===== src/sv/color_match_column_centroid_assert.svh =====
// ----------------------------------------------------------------------------
// color_match_column_centroid_assert.svh
// Assertion macros shared by the centroid block. They use clk and rst of the
// module that expands them.
// ----------------------------------------------------------------------------
`ifndef COLOR_MATCH_COLUMN_CENTROID_ASSERT_SVH
`define COLOR_MATCH_COLUMN_CENTROID_ASSERT_SVH

// Same-cycle implication
`define CMCC_ASSERT_IMP(label, ante, cons) \
  label: assert property (@(posedge clk) disable iff (rst) (ante) |-> (cons)) \
    else $error("cmcc assertion failed");

// Next-cycle implication
`define CMCC_ASSERT_NEXT(label, ante, cons) \
  label: assert property (@(posedge clk) disable iff (rst) (ante) |=> (cons)) \
    else $error("cmcc assertion failed");

`endif


===== src/sv/cmcc_pkg.sv =====
// ----------------------------------------------------------------------------
// cmcc_pkg
// Types and constants of the color match column centroid block.
// ----------------------------------------------------------------------------
`default_nettype none

package cmcc_pkg;

  localparam int PIX_W  = 8;
  localparam int DIST_W = 10;
  localparam int THR_W  = 10;
  localparam int FW_W   = 11;
  localparam int CNT_W  = 21;
  localparam int SUM_W  = 31;
  localparam int DIR_W  = 16;
  localparam int DEN_W  = 32;   // count * (width-1) fits 32 bits
  localparam int NUM_W  = 48;   // (sum << 16) + den/2

  localparam int IN_DATA_W  = 24;
  localparam int OUT_DATA_W = 40;

  localparam logic [CNT_W-1:0] COUNT_MAX = {CNT_W{1'b1}};
  localparam logic [SUM_W-1:0] SUM_MAX   = {SUM_W{1'b1}};

  // register indexes
  localparam logic [2:0] REG_REF_RED   = 3'd0;
  localparam logic [2:0] REG_REF_GREEN = 3'd1;
  localparam logic [2:0] REG_REF_BLUE  = 3'd2;
  localparam logic [2:0] REG_THRESHOLD = 3'd3;
  localparam logic [2:0] REG_WIDTH     = 3'd4;

  localparam int Q_DEPTH = 2;

  typedef struct packed {
    logic [PIX_W-1:0] ref_red;
    logic [PIX_W-1:0] ref_green;
    logic [PIX_W-1:0] ref_blue;
    logic [THR_W-1:0] match_threshold;
    logic [FW_W-1:0]  frame_width;
  } cfg_t;

  // one finished frame waiting for the divider
  typedef struct packed {
    logic             ok;     // count nonzero and width above one
    logic [SUM_W-1:0] sum;
    logic [CNT_W-1:0] count;
    logic [FW_W-1:0]  wm1;    // effective width minus one
  } job_t;

  typedef struct packed {
    logic full;
    logic empty;
  } q_stat_t;

endpackage

`default_nettype wire


===== src/sv/cmcc_front.sv =====
// ----------------------------------------------------------------------------
// cmcc_front
// Pixel front end: color distance, column counter and per-frame accumulators.
// ----------------------------------------------------------------------------
`default_nettype none

module cmcc_front #(
  parameter int MAX_WIDTH = 1024
) (
  input  wire                            clk,
  input  wire                            rst,
  input  cmcc_pkg::cfg_t                 cfg,
  input  wire                            s_tvalid,
  output logic                           s_tready,
  input  wire [cmcc_pkg::IN_DATA_W-1:0]  s_tdata,
  input  wire                            s_tlast,
  input  cmcc_pkg::q_stat_t              q_stat,
  output logic                           push,
  output cmcc_pkg::job_t                 job
);
  import cmcc_pkg::*;

  localparam int CW = $clog2(MAX_WIDTH);

  logic [CW-1:0]    col;
  logic [CNT_W-1:0] count;
  logic [SUM_W-1:0] sum;

  logic [FW_W-1:0]   weff;
  logic [CW-1:0]     col0;
  logic [31:0]       col1;
  logic [CW-1:0]     col_next;
  logic [PIX_W-1:0]  d_r, d_g, d_b;
  logic [DIST_W-1:0] color_dist;
  logic              match;
  logic [31:0]       sum_ext;
  logic [SUM_W-1:0]  sum_next;
  logic [CNT_W-1:0]  count_next;
  logic              accept;

  assign s_tready = !q_stat.full;
  assign accept   = s_tvalid && s_tready;

  // effective width: zero acts as one, clamp at MAX_WIDTH
  always_comb begin
    if (cfg.frame_width == '0) begin
      weff = FW_W'(1);
    end else if (int'(cfg.frame_width) > MAX_WIDTH) begin
      weff = FW_W'(MAX_WIDTH);
    end else begin
      weff = cfg.frame_width;
    end
  end

  // column counter, wraps before and after use
  always_comb begin
    col0     = (32'(col) >= 32'(weff)) ? '0 : col;
    col1     = 32'(col0) + 32'd1;
    col_next = (col1 >= 32'(weff)) ? '0 : CW'(col1);
  end

  // sum of absolute channel differences
  always_comb begin
    d_r   = (s_tdata[7:0]   > cfg.ref_red)   ? s_tdata[7:0]   - cfg.ref_red
                                              : cfg.ref_red   - s_tdata[7:0];
    d_g   = (s_tdata[15:8]  > cfg.ref_green) ? s_tdata[15:8]  - cfg.ref_green
                                              : cfg.ref_green - s_tdata[15:8];
    d_b   = (s_tdata[23:16] > cfg.ref_blue)  ? s_tdata[23:16] - cfg.ref_blue
                                              : cfg.ref_blue  - s_tdata[23:16];
    color_dist = DIST_W'(d_r) + DIST_W'(d_g) + DIST_W'(d_b);
    match      = color_dist < cfg.match_threshold;
  end

  // saturating accumulators
  always_comb begin
    sum_ext    = 32'(sum) + 32'(col0);
    sum_next   = sum;
    count_next = count;
    if (match) begin
      sum_next = (sum_ext > 32'(SUM_MAX)) ? SUM_MAX : sum_ext[SUM_W-1:0];
      if (count != COUNT_MAX) begin
        count_next = count + CNT_W'(1);
      end
    end
  end

  // frame summary for the divider
  always_comb begin
    push      = accept && s_tlast;
    job.ok    = (count_next != '0) && (weff > FW_W'(1));
    job.sum   = sum_next;
    job.count = count_next;
    job.wm1   = weff - FW_W'(1);
  end

  always_ff @(posedge clk) begin
    if (rst) begin
      col   <= '0;
      count <= '0;
      sum   <= '0;
    end else if (accept) begin
      if (s_tlast) begin
        col   <= '0;
        count <= '0;
        sum   <= '0;
      end else begin
        col   <= col_next;
        count <= count_next;
        sum   <= sum_next;
      end
    end
  end

endmodule

`default_nettype wire


===== src/sv/cmcc_queue.sv =====
// ----------------------------------------------------------------------------
// cmcc_queue
// Short queue of frame summaries between the front end and the divider.
// ----------------------------------------------------------------------------
`default_nettype none

module cmcc_queue (
  input  wire                clk,
  input  wire                rst,
  input  wire                push,
  input  cmcc_pkg::job_t     push_job,
  input  wire                pop,
  output cmcc_pkg::job_t     head,
  output cmcc_pkg::q_stat_t  stat
);
  import cmcc_pkg::*;

  localparam int PW = (Q_DEPTH > 1) ? $clog2(Q_DEPTH) : 1;

  job_t          entries [Q_DEPTH];
  logic [PW-1:0] wr_ptr;
  logic [PW-1:0] rd_ptr;
  logic [PW:0]   fill;

  assign stat.full  = (fill == (PW+1)'(Q_DEPTH));
  assign stat.empty = (fill == '0);
  assign head       = entries[rd_ptr];

  // storage
  always_ff @(posedge clk) begin
    if (push) begin
      entries[wr_ptr] <= push_job;
    end
  end

  // pointers and fill count
  always_ff @(posedge clk) begin
    if (rst) begin
      wr_ptr <= '0;
      rd_ptr <= '0;
      fill   <= '0;
    end else begin
      if (push) begin
        wr_ptr <= (32'(wr_ptr) == Q_DEPTH - 1) ? '0 : wr_ptr + PW'(1);
      end
      if (pop) begin
        rd_ptr <= (32'(rd_ptr) == Q_DEPTH - 1) ? '0 : rd_ptr + PW'(1);
      end
      if (push && !pop) begin
        fill <= fill + (PW+1)'(1);
      end else if (pop && !push) begin
        fill <= fill - (PW+1)'(1);
      end
    end
  end

endmodule

`default_nettype wire


===== src/sv/cmcc_back.sv =====
// ----------------------------------------------------------------------------
// cmcc_back
// Direction unit: multiply, bit-serial divide, saturate, output register.
// ----------------------------------------------------------------------------
`default_nettype none

module cmcc_back (
  input  wire                             clk,
  input  wire                             rst,
  input  cmcc_pkg::job_t                  head,
  input  cmcc_pkg::q_stat_t               q_stat,
  output logic                            pop,
  output logic                            m_tvalid,
  input  wire                             m_tready,
  output logic [cmcc_pkg::OUT_DATA_W-1:0] m_tdata,
  output logic                            m_tuser
);
  import cmcc_pkg::*;

  localparam logic [2:0] ST_IDLE = 3'd0;
  localparam logic [2:0] ST_MUL  = 3'd1;
  localparam logic [2:0] ST_NUM  = 3'd2;
  localparam logic [2:0] ST_DIV  = 3'd3;
  localparam logic [2:0] ST_DONE = 3'd4;

  localparam int STEP_W = $clog2(NUM_W);

  logic [2:0]        state;
  job_t              job;
  logic [DEN_W-1:0]  den;
  logic [NUM_W-1:0]  num;     // dividend, quotient shifts in from the bottom
  logic [DEN_W-1:0]  rem;
  logic [STEP_W-1:0] step;

  logic [DEN_W:0]    rem_sh;
  logic              ge;
  logic [DEN_W:0]    rem_sub;
  logic [DIR_W-1:0]  q16;
  logic [DIR_W-1:0]  dir;
  logic              out_free;

  assign pop      = (state == ST_IDLE) && !q_stat.empty;
  assign out_free = !m_tvalid || m_tready;

  // one restoring division step
  always_comb begin
    rem_sh  = {rem, num[NUM_W-1]};
    ge      = rem_sh >= {1'b0, den};
    rem_sub = rem_sh - {1'b0, den};
  end

  // saturate quotient to 16 bits, then offset to signed
  always_comb begin
    q16 = (|num[NUM_W-1:DIR_W]) ? {DIR_W{1'b1}} : num[DIR_W-1:0];
    dir = job.ok ? {~q16[DIR_W-1], q16[DIR_W-2:0]} : '0;
  end

  // sequencer
  always_ff @(posedge clk) begin
    if (rst) begin
      state <= ST_IDLE;
      step  <= '0;
    end else begin
      case (state)
        ST_IDLE: begin
          if (!q_stat.empty) begin
            state <= head.ok ? ST_MUL : ST_DONE;
          end
        end
        ST_MUL: begin
          state <= ST_NUM;
        end
        ST_NUM: begin
          step  <= '0;
          state <= ST_DIV;
        end
        ST_DIV: begin
          step <= step + STEP_W'(1);
          if (32'(step) == NUM_W - 1) begin
            state <= ST_DONE;
          end
        end
        ST_DONE: begin
          if (out_free) begin
            state <= ST_IDLE;
          end
        end
        default: begin
          state <= ST_IDLE;
        end
      endcase
    end
  end

  // datapath
  always_ff @(posedge clk) begin
    case (state)
      ST_IDLE: begin
        job <= head;
      end
      ST_MUL: begin
        den <= DEN_W'(job.count) * DEN_W'(job.wm1);
      end
      ST_NUM: begin
        num <= {1'b0, job.sum, {DIR_W{1'b0}}} + NUM_W'(den >> 1);
        rem <= '0;
      end
      ST_DIV: begin
        if (ge) begin
          rem <= rem_sub[DEN_W-1:0];
          num <= {num[NUM_W-2:0], 1'b1};
        end else begin
          rem <= rem_sh[DEN_W-1:0];
          num <= {num[NUM_W-2:0], 1'b0};
        end
      end
      default: begin
      end
    endcase
  end

  // output register
  always_ff @(posedge clk) begin
    if (rst) begin
      m_tvalid <= 1'b0;
    end else if (state == ST_DONE && out_free) begin
      m_tvalid <= 1'b1;
    end else if (m_tready) begin
      m_tvalid <= 1'b0;
    end
  end

  always_ff @(posedge clk) begin
    if (state == ST_DONE && out_free) begin
      m_tdata <= {{(OUT_DATA_W - CNT_W - DIR_W){1'b0}}, job.count, dir};
      m_tuser <= job.ok;
    end
  end

endmodule

`default_nettype wire


===== src/sv/color_match_column_centroid.sv =====
// ----------------------------------------------------------------------------
// color_match_column_centroid
// Counts pixels near a reference color and reports their column centroid.
// Input stream: one RGB pixel per word, tlast on the last pixel of a frame;
// one pixel per cycle is taken while the frame queue has room.
// Output stream: one word per frame, direction in Q1.15 plus match count,
// tuser flags a valid direction (no match or width of one gives 0).
// The result is computed after the last pixel by the 48-step bit-serial
// divider; short frames back up into the two-entry frame queue and then
// hold s_tready low.
// A stalled receiver holds the output word; the divider then waits and the
// front end keeps taking pixels until the queue fills.
// Reset (rst, synchronous) loads the register defaults and clears the
// column counter, the accumulators, the queue and the output.
// Registers on APB at byte address 4*i; pready is always high.
// ----------------------------------------------------------------------------
`default_nettype none
`include "color_match_column_centroid_assert.svh"

module color_match_column_centroid #(
  parameter int MAX_WIDTH = 1024
) (
  input  wire         clk,
  input  wire         rst,
  // APB configuration
  input  wire         psel,
  input  wire         penable,
  input  wire         pwrite,
  input  wire  [4:0]  paddr,
  input  wire  [31:0] pwdata,
  output logic [31:0] prdata,
  output logic        pready,
  // pixels: pixel_red[7:0], pixel_green[15:8], pixel_blue[23:16]
  input  wire         s_tvalid,
  output logic        s_tready,
  input  wire  [23:0] s_tdata,
  input  wire         s_tlast,   // end_of_frame
  // results: direction[15:0], match_count[36:16], zero pad [39:37]
  output logic        m_tvalid,
  input  wire         m_tready,
  output logic [39:0] m_tdata,
  output logic        m_tuser    // direction_valid
);
  import cmcc_pkg::*;

  cfg_t    cfg;
  logic    cfg_wr;
  logic    q_push;
  logic    q_pop;
  job_t    q_in;
  job_t    q_head;
  q_stat_t q_stat;

  // configuration registers
  assign pready = 1'b1;
  assign cfg_wr = psel && penable && pwrite && pready;

  always_ff @(posedge clk) begin
    if (rst) begin
      cfg.ref_red         <= 8'd0;
      cfg.ref_green       <= 8'd255;
      cfg.ref_blue        <= 8'd0;
      cfg.match_threshold <= 10'd10;
      cfg.frame_width     <= 11'd320;
    end else if (cfg_wr) begin
      case (paddr[4:2])
        REG_REF_RED:   cfg.ref_red         <= pwdata[PIX_W-1:0];
        REG_REF_GREEN: cfg.ref_green       <= pwdata[PIX_W-1:0];
        REG_REF_BLUE:  cfg.ref_blue        <= pwdata[PIX_W-1:0];
        REG_THRESHOLD: cfg.match_threshold <= pwdata[THR_W-1:0];
        REG_WIDTH:     cfg.frame_width     <= pwdata[FW_W-1:0];
        default: begin
        end
      endcase
    end
  end

  // register readback
  always_comb begin
    case (paddr[4:2])
      REG_REF_RED:   prdata = 32'(cfg.ref_red);
      REG_REF_GREEN: prdata = 32'(cfg.ref_green);
      REG_REF_BLUE:  prdata = 32'(cfg.ref_blue);
      REG_THRESHOLD: prdata = 32'(cfg.match_threshold);
      REG_WIDTH:     prdata = 32'(cfg.frame_width);
      default:       prdata = 32'd0;
    endcase
  end

  cmcc_front #(
    .MAX_WIDTH (MAX_WIDTH)
  ) u_front (
    .clk      (clk),
    .rst      (rst),
    .cfg      (cfg),
    .s_tvalid (s_tvalid),
    .s_tready (s_tready),
    .s_tdata  (s_tdata),
    .s_tlast  (s_tlast),
    .q_stat   (q_stat),
    .push     (q_push),
    .job      (q_in)
  );

  cmcc_queue u_queue (
    .clk      (clk),
    .rst      (rst),
    .push     (q_push),
    .push_job (q_in),
    .pop      (q_pop),
    .head     (q_head),
    .stat     (q_stat)
  );

  cmcc_back u_back (
    .clk      (clk),
    .rst      (rst),
    .head     (q_head),
    .q_stat   (q_stat),
    .pop      (q_pop),
    .m_tvalid (m_tvalid),
    .m_tready (m_tready),
    .m_tdata  (m_tdata),
    .m_tuser  (m_tuser)
  );

  // checks
  `CMCC_ASSERT_IMP(a_no_push_full, q_push, !q_stat.full)
  `CMCC_ASSERT_IMP(a_invalid_dir_zero, m_tvalid && !m_tuser, m_tdata[15:0] == 16'h0000)
  `CMCC_ASSERT_NEXT(a_push_fills, q_push && !q_pop, !q_stat.empty)

endmodule

`default_nettype wire


===== config.mk =====
export PLATFORM = sky130hd
export DESIGN_NAME = color_match_column_centroid
export DESIGN_NICKNAME = d
export VERILOG_FILES = /design/src/sv/cmcc_pkg.sv /design/src/sv/cmcc_front.sv /design/src/sv/cmcc_queue.sv /design/src/sv/cmcc_back.sv /design/src/sv/color_match_column_centroid.sv
export VERILOG_INCLUDE_DIRS = /design/src /design/src/sv
export SDC_FILE = /design/constraint.sdc
export NUM_CORES = 2
export LEC_CHECK = 0
export BUFFER_PORTS_ARGS = -buffer_cell sky130_fd_sc_hd__buf_2
export CORE_AREA = 2 2 292 294
export DETAILED_ROUTE_END_ITERATION = 16
export DIE_AREA = 0 0 294 296
export PLACE_DENSITY = 0.62
export SETUP_SLACK_MARGIN = 0.15
export SYNTH_ARGS = -nofsm -noshare
export SYNTH_HDL_FRONTEND = slang
export SYNTH_HIERARCHICAL = 1
export SYNTH_SLANG_ARGS = --single-unit
export TNS_END_PERCENT = 100

===== constraint.sdc =====
create_clock -name clk -period 6.8 [get_ports clk]
set_input_delay 1.02 -clock clk [delete_from_list [all_inputs] [get_ports clk]]
set_output_delay 1.02 -clock clk [all_outputs]
set_load 0.01 [all_outputs]

# Word-level counts from Yosys, hierarchy flattened
# Memory sizes are Yosys's and may differ from the RTL's. A register that Yosys moved wholly into a read port is not among the register bits.
# Index checks and enable logic that the tools add are counted.
[word_totals]
register_bits = 335
ramBits = 128
inputBits = 69
elab_cells = 136
mem_count = 1
[memory_table]
columns = ["name", "depth", "word_bits", "rd", "rd_ports_with_merged_regs", "wr", "line", "text"]
rows = [
  ["u_queue.entries", 2, 64, 1, 1, 1, "cmcc_queue.sv:20", "job_t entries [Q_DEPTH];"],
]
[classes]
n_addsub = 19
multipliers = 1
magnitude_cmp = 10
n_eq_ne = 14
mux = 36
bitwise = 1
n_reduce_logical = 30
[op_table]
columns = ["operator", "count"]
rows = [
  ["case mux 48 bit (2 select lines)", 1],
  ["2-to-1 mux 31 bit", 3],
  ["case mux 32 bit (2 select lines)", 1],
  ["2-to-1 mux 21 bit", 3],
  ["case mux 11 bit (5 select lines)", 1],
  ["adder 47 x 31 -> 48 bit", 1],
  ["subtractor 8 bit", 6],
  [">= comparator 33 x 32 -> 1 bit", 1],
  ["adder 31 x 10 -> 32 bit", 1],
  [">= comparator 32 x 11 -> 1 bit", 1],
  ["> comparator 32 x 31 -> 1 bit, second input constant", 1],
  ["multiplier 21 x 11 -> 32 bit", 1],
  ["2-to-1 mux 32 bit", 1],
  ["OR reduction 32 bit", 1],
  ["subtractor 32 bit", 1],
  ["2-to-1 mux 10 bit", 3],
  ["> comparator 8 bit", 3],
  ["2-to-1 mux 8 bit", 3],
  ["2-to-1 mux 11 bit", 2],
  ["adder 21 x 1 -> 21 bit, second input constant", 1],
  ["!= test 21 bit, second input constant", 1],
  ["nonzero test 21 bit", 1],
  ["2-to-1 mux 16 bit", 1],
  ["case mux 3 bit (5 select lines)", 1],
  ["other kinds (33)", 71],
]

# Depth between registers and ports, before layout
[logic_depth]
depth_word = 10
ltp_mapped = 33

# Cells and area by module
# The synthesis kept the hierarchy.
[modules_own_cells]
columns = ["mod", "n_inst", "cells_each", "area_per_inst_um2", "seq_area_each_um2"]
rows = [
  ["cmcc_back", 1, 1779, 18198.7, 6626.4],
  ["cmcc_front", 1, 1056, 7863.8, 1241.2],
  ["cmcc_queue", 1, 221, 4847.1, 3943.8],
  ["color_match_column_centroid", 1, 258, 2349.8, 900.9],
]

# Worst setup path before layout
# No wires, ideal clock.
[synth_timing]
path_kind = "input port to flip-flop"
start = "in s_tdata[2]"
end = "mem u_queue/entries[0][58] (netlist name) (data pin)"
arrival_ns = 6.822
required_ns = 6.526
slack_ns = -0.296
stages = 30
n_path_buf = 3
cell_sequence = "inv_1 ha_1 clkbuf_1 a211oi_1 o21ai_1 a31oi_1 a21oi_1 buf_2 o2bb2ai_1 a211oi_1 xor2_1 fa_1 inv_1 ha_1 a21oi_1 o21bai_1 a21oi_1 o21bai_1 a21oi_1 xnor2_1 ha_1 a21oi_1 a21boi_1 a211o_1 nor2_1 a21boi_1 clkbuf_1 nand3_1 xor2_1 nand2_1"
[synth_lines]
columns = ["item", "line", "text"]
rows = [
  ["start: declaration", "color_match_column_centroid.sv:36", "input wire [23:0] s_tdata,"],
  ["end: declaration", "cmcc_queue.sv:20", ""],
]

==> metrics <==
count of warnings emitted by yosys=6; io pins=145; met1 global-route usage=23.3%; start point of the worst min-delay path=u_back/step[1]$_SDFFE_PP0P_; Crit Path Max Fanout=5; async set-or-reset flop fraction in the synthesized netlist=0%; full die area=0.0870 mm²; cell types with the highest counts after synthesis=inv_1 (360), edfxtp_1 (342), nand2_1 (332), ha_1 (215), nor2_1 (204); GRT overflow=0; detailed-route DRC error count=0; Post-Route Utilization=45.2%; worst hold path stage count=2; slew of the pin with the lowest slew margin=1120 ps; Critical Path Source Type=input pin; cell area after placement=0.0359 mm²; die width=294 µm; Post-DP HPWL=58,800 µm; Cell Area, Synth=0.0333 mm²; most area-consuming cells after synthesis=edfxtp_1 (31%), fa_1 (11%), ha_1 (8.1%); number of vias in the routed layout=23,900; most common cell in the synthesized netlist=inv_1; global-route met3 utilization=2.40%; worst hold path class=reg2reg; Worst Hold End=u_back/step[1]$_SDFFE_PP0P_; EDFF count, synth=342; CTS tree=built; worst path required time=7110 ps; MaxCap Viol Count=0; Final TNS setup=0 ps; worst-case clock buffer depth=3; root buffer selected by CTS=clkbuf_16; largest net degree at the start of global routing=84; via count of the first global-routing pass=23,400; Starting Density=39.5%; post-route clock period utilization=97.7%; average detailed-routed wire length per instance=16.9 µm; fraction of layout instances using a drive strength above 1=15.8%; post-placement cell count=4,530; initial antenna violation count=2; outcome=completed; worst slew margin relative to its limit=25.6%; H-tree level count=2; wire length of the first global-routing pass=125,000 µm; total of flip-flops plus latches after synthesis=464; number of clock sinks seen by CTS=464; number of port buffers=96; Placer Congestion=0.881; number of distinct standard cells referenced by the synthesized netlist=100; Cells after Synth=3,314; cell seen most often among critical-path stages=a21oi_2; setup repair after global routing missed its margin=true; Layout Cells excl Fill=4,643; Ant. Diodes=0; Slew Limit Fails=0; sequential fraction of the synthesis area=38.2%; data arrival at the endpoint of the critical path=6950 ps; Worst path slowest cell=fa_1; CP peak stage delay=550 ps; final setup vio count=0; clock-pin slew on the worst setup and hold paths=60 ps; finished layout cell area=0.0381 mm²; Area growth syn-to-layout=14.5%; Die H=296 µm; cell type with the largest total area after synthesis=edfxtp_1; total detailed-routing wirelength=78,300 µm; final hold violations=0; final critical delay including setup and external delays=6640 ps; Sequential cell area=0.0127 mm²; destination of the worst register-to-register timing path=u_queue/entries[1][63]$_DFFE_PP_; WS Path Type=in2reg; routed via count divided by cell count=5.15; CTS Buf Count=52; Post-synth top flop=edfxtp_1; maximum clock rate=151 MHz; Reg2Reg Depth=31; area of the multi-input gates=0.0188 mm²; share of the synthesized area in the top cell type=30.9%; worst-skew pair later-pin latency=640 ps; Fill cells=7,964; largest clock skew in the final design=65.5 ps; reg-to-reg critical path startpoint=cfg[37]$_SDFFE_PP0P_; register-to-register path setup slack=280 ps; number of antenna-violating nets in the routed design=0; Layout Nets=3,981; number of placement rows=107; detailed router's first-iteration violation count=1,363; Avg Synthesized Cell Area=10.0 µm²; GRT Total Usage=18.0%; met2 global-route usage=31.0%; Pre-antenna DRT Iters=7; kind of end point of the critical path=flip-flop; area of the core=0.0842 mm²; gr busiest metal=met2
-- how the worst max path moves through the flow --
stage / startpoint / endpoint / slack, ps / cells past startpoint
2_1_floorplan: s_tdata[0] / u_queue/entries[0][63]$_DFFE_PP_ / 150 / 31
3_3_place_gp: s_tdata[0] / u_queue/entries[0][63]$_DFFE_PP_ / -480 / 33
3_5_place_dp: s_tdata[0] / u_queue/entries[0][63]$_DFFE_PP_ / -540 / 34
4_1_cts: s_tdata[0] / u_queue/entries[0][63]$_DFFE_PP_ / 170 / 33
5_1_grt: s_tdata[0] / u_queue/entries[1][63]$_DFFE_PP_ / -160 / 33
6_report: s_tdata[0] / u_queue/entries[1][63]$_DFFE_PP_ / 160 / 33
-- stage by stage --
| step | setup slack (ps) | hold slack (ps) |
|---|---|---|
| finish | 156 | 472 |
| floorplan | 152 | 439 |
| global placement | -484 | 462 |
| CTS | 169 | 478 |
| detailed placement | -544 | 469 |
| global route | -159 | 508 |
-- final cells by class --
cell class / instances / area share (%)
Sequential cell: 464 / 33.4
Multi-Input combinational cell: 2334 / 49.3
Clock inverter: 37 / 1.24
Inverter: 362 / 3.59
Tap cell: 1090 / 3.58
Timing Repair Buffer: 295 / 5.33
Clock buffer: 61 / 3.61
-- routing by layer --
metal,part of all wire [%],wire length (µm)
met5,0.042,33
met4,3.2,2490
met3,3.7,2920
met2,49,38400
met1,44,34400
-- cells in the final DEF, fill, tap and decap left out, drive strengths merged, types with 34 or more instances in the layout --
master,Yosys,layout
nand2,333,333
o21a,36,36
mux2,79,79
ha,215,215
inv,362,366
xnor2,92,92
nor3,50,50
a21o,50,50
and2,117,117
nand3,63,63
a21oi,157,157
xor2,64,64
buf,61,295
dfxtp,122,122
clkbuf,115,61
edfxtp,342,342
nor2,206,206
mux2i,78,78
o21ai,137,137
nand2b,55,55
fa,188,188
nand4,34,34
-- worst max-delay path, delay by kind of cell --
kind	cells	cell delay (ps)
simple gates	8	1340
buf+inv	7	630
compound gates	10	1750
xor+xnor	1	130
mux	1	160
fa+ha+maj	6	1890
-- registers in the layout, indices dropped and copies added, names as in the netlist, named ones only --
signal,flops
u_queue/fill,2
u_front/count,21
u_back/rem,32
u_back/num,48
u_back/step,6
u_back/m_tuser,1
u_queue/rd_ptr,1
u_queue/wr_ptr,1
u_queue/entries,128
u_back/den,32
u_back/job,64
u_back/m_tdata,37
u_front/col,10
u_back/m_tvalid,1
u_front/sum,31
u_back/state,3
cfg,45
-- timing repair --
item / 4_1_cts / 5_1_grt
gates resized for setup: 3 / 49
setup buffers: 0 / 14
gates cloned: 0 / 1
setup endpoints to repair: 2 / 113
pin swaps: 1 / 40
hold buffers: 0 / 0
-- logic make-up (layout without fill, tap and decap cells) --
kind of cell,after synthesis,after routing,share of synthesized area [%]
buf+inv,538,755,6.72
other cells,3,25,0.0339
compound gates,599,599,11.8
xor+xnor,156,156,4.11
fa+ha+maj,403,403,19.4
flops,464,464,38.2
simple gates,994,994,14.7
mux,157,157,5.02
Power is not shown: default switching activity piles up to over one toggle a cycle in this logic, so the estimate is an artifact.
